--- src/rtl/core/bsws_pkg.sv ---
// Shared types and constants for the bounded stack with search.
// No dependencies; imported by bsws_ram, bsws_ctrl and the top level.
package bsws_pkg;

  localparam int DEPTH_DEF = 16;
  localparam int DATA_W    = 32;
  localparam int FUNC_W    = 3;
  localparam int CAP_W     = 5;
  localparam int IDX_W     = 4;
  localparam int COUNT_W   = 5;
  localparam int OUT_W     = 48;

  localparam logic [CAP_W-1:0] CAP_RESET = 5'd16;

  typedef enum logic [FUNC_W-1:0] {
    OP_PUSH   = 3'd0,
    OP_POP    = 3'd1,
    OP_PEEK   = 3'd2,
    OP_CLEAR  = 3'd3,
    OP_SEARCH = 3'd4
  } op_t;

  typedef enum logic [2:0] {
    ST_IDLE,
    ST_EXEC,
    ST_LOAD,
    ST_SCAN,
    ST_HOLD
  } state_t;

  typedef struct packed {
    logic               status;
    logic [DATA_W-1:0]  data;
    logic               found;
    logic [IDX_W-1:0]   index;
    logic [COUNT_W-1:0] count;
    logic               is_empty;
    logic               is_full;
  } res_t;

endpackage

--- src/rtl/core/bsws_ram.sv ---
// Storage array of the stack: one write port and one registered read port.
// Depends on bsws_pkg for the word width.
module bsws_ram #(
  parameter int DEPTH = 16,
  parameter int AW    = 4
) (
  input  logic                       clk,
  input  logic                       we,
  input  logic [AW-1:0]              waddr,
  input  logic [bsws_pkg::DATA_W-1:0] wdata,
  input  logic [AW-1:0]              raddr,
  output logic [bsws_pkg::DATA_W-1:0] rdata
);
  import bsws_pkg::*;

  logic [DATA_W-1:0] mem [DEPTH];
  logic [DATA_W-1:0] rdata_r;

  always_ff @(posedge clk) begin
    if (we) begin
      mem[waddr] <= wdata;
    end
  end

  always_ff @(posedge clk) begin
    rdata_r <= mem[raddr];
  end

  assign rdata = rdata_r;

endmodule

--- src/rtl/core/bsws_ctrl.sv ---
// Command sequencer: stack pointer, storage addressing and the key comparator for search.
// Depends on bsws_pkg; drives bsws_ram and hands finished results to the top level.
module bsws_ctrl #(
  parameter int DEPTH = 16,
  parameter int AW    = 4
) (
  input  logic                        clk,
  input  logic                        rst_n,
  input  logic                        in_tvalid,
  output logic                        in_tready,
  input  logic [bsws_pkg::FUNC_W-1:0] in_func,
  input  logic [bsws_pkg::DATA_W-1:0] in_value,
  input  logic [bsws_pkg::CAP_W-1:0]  capacity,
  input  logic                        out_free,
  output logic                        fin_valid,
  output bsws_pkg::res_t              fin,
  output logic                        ram_we,
  output logic [AW-1:0]               ram_waddr,
  output logic [bsws_pkg::DATA_W-1:0] ram_wdata,
  output logic [AW-1:0]               ram_raddr,
  input  logic [bsws_pkg::DATA_W-1:0] ram_rdata
);
  import bsws_pkg::*;

  localparam int TPW  = $clog2(DEPTH + 1);
  localparam int CMPW = (TPW > CAP_W) ? TPW : CAP_W;
  localparam int IXW  = (AW > IDX_W) ? AW : IDX_W;

  state_t             state_r, state_nxt;
  logic [FUNC_W-1:0]  func_r;
  logic [DATA_W-1:0]  key_r;
  logic [TPW-1:0]     tp_r, tp_nxt;
  logic [AW-1:0]      scan_r, scan_nxt;
  res_t               hold_r, hold_nxt;
  res_t               res;
  logic               done;
  logic [CMPW-1:0]    cap_eff;
  logic [CMPW-1:0]    tp_cmp;
  logic [CMPW-1:0]    tp_new_cmp;
  logic [IXW-1:0]     idx_ext;

  assign cap_eff = (CMPW'(capacity) > CMPW'(DEPTH)) ? CMPW'(DEPTH) : CMPW'(capacity);
  assign tp_cmp  = CMPW'(tp_r);
  assign in_tready = (state_r == ST_IDLE);
  assign ram_wdata = key_r;
  assign ram_waddr = AW'(tp_r);

  always_ff @(posedge clk) begin
    if (!rst_n) begin
      state_r <= ST_IDLE;
      tp_r    <= '0;
    end else begin
      state_r <= state_nxt;
      tp_r    <= tp_nxt;
    end
  end

  always_ff @(posedge clk) begin
    if (in_tvalid && in_tready) begin
      func_r <= in_func;
      key_r  <= in_value;
    end
    scan_r <= scan_nxt;
    hold_r <= hold_nxt;
  end

  always_comb begin
    state_nxt  = state_r;
    tp_nxt     = tp_r;
    scan_nxt   = scan_r;
    ram_we     = 1'b0;
    ram_raddr  = AW'(tp_r - TPW'(1));
    done       = 1'b0;
    res        = '0;
    fin_valid  = 1'b0;
    fin        = hold_r;
    hold_nxt   = hold_r;
    idx_ext    = IXW'(scan_r);
    tp_new_cmp = '0;

    unique case (state_r)
      ST_IDLE: begin
        if (in_tvalid) begin
          state_nxt = ST_EXEC;
        end
      end
      ST_EXEC: begin
        unique case (func_r)
          OP_PUSH: begin
            if (tp_cmp >= cap_eff) begin
              res.status = 1'b1;
            end else begin
              ram_we = 1'b1;
              tp_nxt = tp_r + TPW'(1);
            end
            done = 1'b1;
          end
          OP_POP: begin
            if (tp_r == '0) begin
              res.status = 1'b1;
              done       = 1'b1;
            end else begin
              tp_nxt    = tp_r - TPW'(1);
              state_nxt = ST_LOAD;
            end
          end
          OP_PEEK: begin
            if (tp_r == '0) begin
              res.status = 1'b1;
              done       = 1'b1;
            end else begin
              state_nxt = ST_LOAD;
            end
          end
          OP_CLEAR: begin
            tp_nxt = '0;
            done   = 1'b1;
          end
          OP_SEARCH: begin
            if (tp_r == '0) begin
              done = 1'b1;
            end else begin
              scan_nxt  = AW'(tp_r - TPW'(1));
              state_nxt = ST_SCAN;
            end
          end
          default: begin
            done = 1'b1;
          end
        endcase
      end
      ST_LOAD: begin
        res.data = ram_rdata;
        done     = 1'b1;
      end
      ST_SCAN: begin
        ram_raddr = scan_r - AW'(1);
        if (ram_rdata == key_r) begin
          res.found = 1'b1;
          res.index = idx_ext[IDX_W-1:0];
          done      = 1'b1;
        end else if (scan_r == '0) begin
          done = 1'b1;
        end else begin
          scan_nxt = scan_r - AW'(1);
        end
      end
      ST_HOLD: begin
        fin_valid = 1'b1;
        if (out_free) begin
          state_nxt = ST_IDLE;
        end
      end
      default: begin
        state_nxt = ST_IDLE;
      end
    endcase

    if (done) begin
      tp_new_cmp   = CMPW'(tp_nxt);
      res.count    = tp_new_cmp[COUNT_W-1:0];
      res.is_empty = (tp_nxt == '0);
      res.is_full  = (tp_new_cmp >= cap_eff);
      fin_valid    = 1'b1;
      fin          = res;
      hold_nxt     = res;
      state_nxt    = out_free ? ST_IDLE : ST_HOLD;
    end
  end

endmodule

--- src/rtl/core/bounded_stack_with_search.sv ---
// Bounded LIFO stack of signed words with a top-down search: top level.
// Depends on bsws_pkg, bsws_ctrl and bsws_ram; holds the capacity register and output stage.
//
// Usage. Each input beat is one command: in_tuser carries the operation (push, pop,
// peek, clear or search) and in_tdata the word to push or the key to search for.
// Every command returns exactly one output beat carrying status, data, search hit,
// index, count and the empty and full flags. The capacity register is written through
// cfg_we and cfg_wdata; the user must write it only while no command is outstanding,
// as the block does not enforce this. Values above the built depth act as the depth.
// Push, clear, failed commands and searches of an empty stack finish in the execute
// state; pop and peek pass through a load state as well, as the storage read is
// registered. A search scans one entry per cycle from the top.
// in_tready is high only while the sequencer is idle, so one command is in work at a
// time.
// A finished result sits in the output register; the next command is taken while it
// waits. If the receiver stalls and a further result is finished, the sequencer holds
// it and drops in_tready until the output register frees.
// Synchronous reset empties the stack, sets capacity to sixteen and drops out_tvalid;
// the storage contents are not cleared and need no clearing pass.
module bounded_stack_with_search #(
  parameter int DEPTH = bsws_pkg::DEPTH_DEF
) (
  input  logic                        clk,
  input  logic                        rst_n,
  input  logic                        in_tvalid,
  output logic                        in_tready,
  input  logic [31:0]                 in_tdata,   // value[31:0]
  input  logic [2:0]                  in_tuser,   // func[2:0]
  output logic                        out_tvalid,
  input  logic                        out_tready,
  // status[0], data[32:1], found[33], index[37:34], count[42:38],
  // is_empty[43], is_full[44], zero[47:45]
  output logic [bsws_pkg::OUT_W-1:0]  out_tdata,
  input  logic                        cfg_we,
  input  logic [bsws_pkg::CAP_W-1:0]  cfg_wdata
);
  import bsws_pkg::*;

  localparam int AW = (DEPTH > 1) ? $clog2(DEPTH) : 1;

  logic [CAP_W-1:0]  capacity_r;
  logic              out_valid_r;
  logic [OUT_W-1:0]  out_data_r;
  logic              out_free;
  logic              fin_valid;
  res_t              fin;
  logic              ram_we;
  logic [AW-1:0]     ram_waddr;
  logic [AW-1:0]     ram_raddr;
  logic [DATA_W-1:0] ram_wdata;
  logic [DATA_W-1:0] ram_rdata;

  assign out_free   = !out_valid_r || out_tready;
  assign out_tvalid = out_valid_r;
  assign out_tdata  = out_data_r;

  always_ff @(posedge clk) begin
    if (!rst_n) begin
      capacity_r  <= CAP_RESET;
      out_valid_r <= 1'b0;
    end else begin
      if (cfg_we) begin
        capacity_r <= cfg_wdata;
      end
      if (out_free) begin
        out_valid_r <= fin_valid;
      end
    end
  end

  always_ff @(posedge clk) begin
    if (out_free && fin_valid) begin
      out_data_r <= {3'b000, fin.is_full, fin.is_empty, fin.count, fin.index,
                     fin.found, fin.data, fin.status};
    end
  end

  bsws_ctrl #(
    .DEPTH (DEPTH),
    .AW    (AW)
  ) u_ctrl (
    .clk       (clk),
    .rst_n     (rst_n),
    .in_tvalid (in_tvalid),
    .in_tready (in_tready),
    .in_func   (in_tuser),
    .in_value  (in_tdata),
    .capacity  (capacity_r),
    .out_free  (out_free),
    .fin_valid (fin_valid),
    .fin       (fin),
    .ram_we    (ram_we),
    .ram_waddr (ram_waddr),
    .ram_wdata (ram_wdata),
    .ram_raddr (ram_raddr),
    .ram_rdata (ram_rdata)
  );

  bsws_ram #(
    .DEPTH (DEPTH),
    .AW    (AW)
  ) u_ram (
    .clk   (clk),
    .we    (ram_we),
    .waddr (ram_waddr),
    .wdata (ram_wdata),
    .raddr (ram_raddr),
    .rdata (ram_rdata)
  );

endmodule

--- config.mk ---
export PLATFORM = sky130hd
export DESIGN_NAME = bounded_stack_with_search
export DESIGN_NICKNAME = d
export VERILOG_FILES = /design/src/rtl/core/bsws_pkg.sv /design/src/rtl/core/bsws_ram.sv /design/src/rtl/core/bsws_ctrl.sv /design/src/rtl/core/bounded_stack_with_search.sv
export SDC_FILE = /design/constraint.sdc
export NUM_CORES = 1
export LEC_CHECK = 0
export BUFFER_PORTS_ARGS = -buffer_cell sky130_fd_sc_hd__buf_4
export CORE_MARGIN = 8
export CORE_UTILIZATION = 50
export CTS_CLUSTER_SIZE = 14
export DETAILED_ROUTE_END_ITERATION = 7
export PLACE_DENSITY = 0.67
export SYNTH_ARGS = -nofsm -noshare
export SYNTH_HDL_FRONTEND = slang
export SYNTH_SLANG_ARGS = --single-unit
export TNS_END_PERCENT = 30
--- constraint.sdc ---
create_clock -name clk -period 14.88 [get_ports clk]
set_clock_uncertainty 0.15 [all_clocks]
set_input_delay 0 -clock clk [delete_from_list [all_inputs] [get_ports clk]]
set_output_delay 0 -clock clk [all_outputs]
set_load 0.05 [all_outputs]
After elaboration in Yosys (flattened, before gate mapping):

Memory sizes are Yosys's and may differ from the RTL's. A register that Yosys moved wholly into a read port is not among the register bits.
Cells that the tools add are included.

* register bits: 143
* memory bits (writable): 512
* input bits: 45
* output and inout bits: 50
* memories: 1

Memories
* u_ram.mem: words 16, bits a word 32, rd ports 1, clocked after memory_dff 1, write ports 1, RTL line bsws_ram.sv:16 `logic [DATA_W-1:0] mem [DEPTH];`

* add/sub/neg operators: 3
* order comparisons: 3
* equality and inequality tests: 19
* muxes and demuxes: 38
* reduce and logical (&&, ||, !) cells: 15

Operators by type and width (number)
* $mux W45: 1
* $eq A32 B32 Y1: 1
* $mux W32: 1
* $mux W5: 6
* $mux W4: 5
* $mux W3: 6
* $pmux W5 S3: 1
* $mux W1: 13
* $eq A3 B2 Y1 const B: 4
* $ne A4 B3 Y1 const B: 3
* $pmux W3 S4: 1
* $ge A5 B5 Y1: 2
* $logic_not A5 Y1: 2
* $ne A2 B2 Y1 const B: 4
* $pmux W4 S2: 1
* $eq A3 B1 Y1 const B: 2
* $eq A3 B3 Y1 const B: 2
* $logic_not A3 Y1: 2
* $pmux W3 S2: 1
* $reduce_and A6 Y1: 1
* $add A5 B1 Y5 const B: 1
* $gt A5 B5 Y1 const B: 1
* $reduce_and A5 Y1: 1
* $sub A5 B1 Y5 const B: 1
* other kinds (13): 15

Depth between registers and ports, before layout:

* depth in word-level cells: 8
* mapped depth: 17

By module:

A second synthesis with hierarchy kept.

* cell total of the unflattened synthesis: 1281
* area, all modules: 25654.6 µm²

By module, submodules not included
* bsws_ram: times used 1, cells each 838, area each 19835.3 µm²
* bsws_ctrl: times used 1, cells each 373, area each 4200.3 µm²
* bounded_stack_with_search: times used 1, cells each 70, area each 1619.1 µm²

Worst setup path after synthesis:

Ideal clock, no wire load.

* path kind: flip-flop to flip-flop
* start: register u_ctrl.tp_r[0] (netlist: u_ctrl.tp_cmp[0])
* end: register out_data_r[0] (netlist: out_tdata[0]), enable pin
* setup time: 0.463 ns
* arrival time: 4.259 ns
* path slack: 10.009 ns
* cell stages (with the launch flop): 11
* buffers on the path: 3
* period minus slack after synthesis: 4.871 ns
* path through: dfxtp_1 inv_1 ha_1 or4b_1 clkbuf_2 a211o_1 a21oi_2 nor2_1 buf_6 buf_6 a21oi_1

* longest elaborated chain between the ends: 6

Ends and longest elaborated chain
* from (decl): RTL line bsws_ctrl.sv:32 `logic [TPW-1:0] tp_r, tp_nxt;`
* from (signal assigned): RTL line bsws_ctrl.sv:54 `tp_r <= tp_nxt;`
* $logic_not A5 Y1: RTL line bsws_ctrl.sv:99, bsws_ctrl.sv:108, bsws_ctrl.sv:120
* $mux W1: RTL line bsws_ctrl.sv:99, bsws_ctrl.sv:108, bsws_ctrl.sv:120
* $mux W1
* $pmux W1 S3: RTL line bsws_ctrl.sv:81 `unique case (state_r)`
* $mux W1: RTL line bsws_ctrl.sv:159 `if (done) begin`
* $logic_and A1 B1 Y1: RTL line bounded_stack_with_search.sv:72 `if (out_free && fin_valid) begin`
* to (signal assigned): RTL line bounded_stack_with_search.sv:73 `out_data_r <= {3'b000, fin.is_full, fin.is_empty, fin.count, fin.index,`
* to (decl): RTL line bounded_stack_with_search.sv:43 `logic [OUT_W-1:0] out_data_r;`

Every way passes these cells.
A chain may end at the register's enable or synchronous reset.

Final worst setup path:

* start: register u_ctrl.tp_r[0] (netlist: u_ctrl.tp_cmp[0])
* end: register u_ram.rdata_r[2] (netlist: u_ram.rdata[2]), read port of u_ram.mem

* longest elaborated chain between the ends: 2

Ends and longest elaborated chain
* $sub A5 B1 Y5: RTL line bsws_ctrl.sv:72 `ram_raddr = AW'(tp_r - TPW'(1));`
* $mux W4: RTL line bsws_ctrl.sv:81
* to (decl): RTL line bsws_ram.sv:17 `logic [DATA_W-1:0] rdata_r;`

Every way passes these cells.

==> qor.txt <==
Post-synth EDFFs: 596
Sw frac: 28.1%
Post-layout worst setup margin: 10.38 ns
Tmin final: 4.50 ns
Total power draw: 0.00516 W
Nets: 2173
Die Wd: 246 µm
Final setup viols: 0
Post-route clock period utilization: 30.3%
Worst-margin pin slew: 1.19 ns
M2 GR Usage: 33.2%
Core area: 52400 µm²
Clock buffer depth: 3
Final Instance Area: 31100 µm²
DRC Markers: 0
Gr ovfl total: 0
Post-CTS Hold Fix Bufs: 88
Die H: 246 µm
Met3 usage: 3.79%
Drt pass-1 iters: 7
FMAX: 0.222 GHz
Initial antenna violation count: 0
PD cells: 166 nW/µm²
Fin util: 59.3%
Largest net degree at the start of global routing: 105
Global routing's busiest layer: met2
Vias post-DR: 16400
Final Hold Viols: 0
Worst-skew pair later-pin latency: 0.61 ns
Cells after synthesis: 1953
Cell with the most instances after synthesis: edfxtp_1
Post-Syn Area: 26400 µm²
Max-slew violations: 0
Dominant cell type by area after synthesis: edfxtp_1
Met1 Usage GRT: 29.0%
DP Area: 27800 µm²
Unrepaired setup endpoints after global routing: false
Slew headroom: 20.1%
Yosys reg bits: 687
Largest stage delay, worst path: 0.88 ns
CTS clk-pin slew, worst paths: 0.06 ns
Worst slack, placed: 10.44 ns
Synthesized area per cell: 13.5 µm²
Seq/Total Area, Yosys: 74.6%
Worst EP arrival: 4.88 ns
# IOs: 95
Startpoint Class: register
Distinct cells, synth: 60
Vias/cell: 5.74
Register area: 19700 µm²
Status: completed
# fillers: 4020
Share of the synthesized area in the top cell type: 67.7%
DP HPWL: 32600 µm
Starting Density: 50.4%
Wirelength per Cell: 22.6 µm
Comb pwr share: 16.3%
Port Buffers: 91
Layout cell share with drive strength beyond 1: 12.1%
Clock buffer count from CTS: 69
Worst vdd ir: 0.0775 mV
Footprint of the multi-input gates: 6240 µm²
Top cells by instance count after synthesis: edfxtp_1, nand2_1, nand3_1
Sw Pwr: 0.00145 W
Pleak: 11.0 nW
Ranking of synthesized cells by area: edfxtp_1, nand2_1, dfxtp_1, a311oi_1, nand3_1
Iter 0 DRT Violations: 1734
GPL Wtd Cong: 0.790
Final wirelength: 64400 µm
Root buffer cell: clkbuf_16
Area grow syn2layout: 17.6%
Crit path cell chain: inv_1 > ha_1 > mux2_4 > clkinv_2 > buf_4 > and3_1 > a311oi_1 > a31oi_1 > a21oi_1
MaxCap Viol Count: 0
Global Route Usage Sum: 21.0%
Vias in the first global route: 15900
# Post-CTS Setup Buffers: 0
Setup crit end kind: register
Critical Path RT: 15.26 ns
Synth async-reset ratio: 0%
CTS tree: yes
Clock share of power: 35.3%
PostCTS Resize Cnt: 0
Antenna Cells: 0
Internal: 0.00371 W
Final ANT Viol Nets: 0
Die Area: 60500 µm²
Hold Path Class: primary input to register
Flop pwr share: 48.4%
Sink Count: 687
Yosys warns: 0
CTS H-Tree Depth: 3
CP max-delay cell: clkinv_2
Main synth FF type: edfxtp_1
First-pass GRT wire length: 96400 µm
CP max FO: 80
Rows: 84
Sum of negative setup slack: 0 ns
WS Path Type: register to register
[critical path: cells and delay by family, from the launching register on]
kind                     cells  cell delay [ns]
adder cells (fa/ha/maj)      1             0.38
flip-flops                   1             0.44
AND/OR/NAND/NOR              1             0.29
buffers and inverters        3             1.77
AO/OA/AOI/OAI                3             0.55
multiplexers                 1             0.75
[state kept, by name (all words and copies together), names as in the netlist]
| name | cells |
|---|---|
| out_tvalid | 1 |
| u_ctrl.hold_r | 45 |
| u_ctrl.ram_wdata | 32 |
| u_ram.rdata | 32 |
| u_ctrl.state_r | 3 |
| u_ctrl.tp_cmp | 5 |
| u_ctrl.idx_ext | 4 |
| out_tdata | 45 |
| u_ram.mem | 512 |
| capacity_r | 5 |
| u_ctrl.func_r | 3 |
[per-stage QoR]
stage	instances	hold WS, ns
2_1_floorplan	1955	-0.0511
3_3_place_gp	2640	0.0285
3_5_place_dp	2640	0.0295
4_1_cts	2855	0.0663
5_1_grt	2855	0.121
6_report	2855	0.0988
[final timing paths]
check                         start                end  slack, ns  depth (start not counted)
setup / recovery   u_ctrl.tp_cmp[0]     u_ram.rdata[2]      10.38                          9
hold / removal               cfg_we      capacity_r[4]        0.1                          3
setup reg to reg   u_ctrl.tp_cmp[0]     u_ram.rdata[2]      10.38                          9
hold reg to reg   u_ctrl.hold_r[19]  u_ctrl.hold_r[19]       0.32                          1
[final cells by class]
cell class,instances,area share [%]
Clock inverter,32,1.46
Clock buffer,95,6.23
Timing Repair Buffer,213,5.85
Sequential cell,687,63.4
Multi-Input combinational cell,1127,20.1
Tap cell,688,2.77
Inverter,13,0.177
[layer usage]
layer / wire length (µm) / share of wire, % / up-vias
met4: 1650 / 2.6 / 0
li1: - / - / 7521
met3: 5050 / 7.8 / 114
met1: 27300 / 42 / 8095
met2: 30500 / 47 / 647
met5: 0 / 0 / -
[cells in the final DEF, fill, tap and decap left out, types with 18 or more instances in the layout]
| cell type | count |
|---|---|
| dfxtp_1 | 91 |
| dlygate4sd3_1 | 88 |
| a31oi_1 | 33 |
| nand3_1 | 134 |
| clkbuf_1 | 18 |
| and3_1 | 65 |
| xor2_1 | 33 |
| a311oi_1 | 96 |
| clkbuf_16 | 72 |
| a22o_1 | 38 |
| nand2_1 | 533 |
| a21oi_1 | 40 |
| edfxtp_1 | 596 |
| buf_4 | 125 |
[power groups by stage]
stage / logic [W] / registers (W) / clock network (W)
2_1_floorplan: 0.000392 / 0.00266 / 0
3_3_place_gp: 0.000816 / 0.00254 / 0
3_5_place_dp: 0.000827 / 0.00254 / 0
4_1_cts: 0.000848 / 0.00250 / 0.00185
5_1_grt: 0.000898 / 0.00252 / 0.00192
6_report: 0.000840 / 0.00250 / 0.00182
[kinds of logic (layout without fill, tap and decap cells)]
logic type / count (synthesis) / in the layout / share of synthesized area (%)
other: 1 / 3 / 0.0142
flip-flops: 687 / 687 / 74.6
adder cells (fa/ha/maj): 17 / 17 / 0.804
AND/OR/NAND/NOR: 815 / 815 / 13.4
buffers and inverters: 141 / 353 / 2.45
AO/OA/AOI/OAI: 241 / 241 / 6.90
XOR/XNOR: 37 / 37 / 1.23
multiplexers: 14 / 14 / 0.653
(Power assumes the default switching activity.)
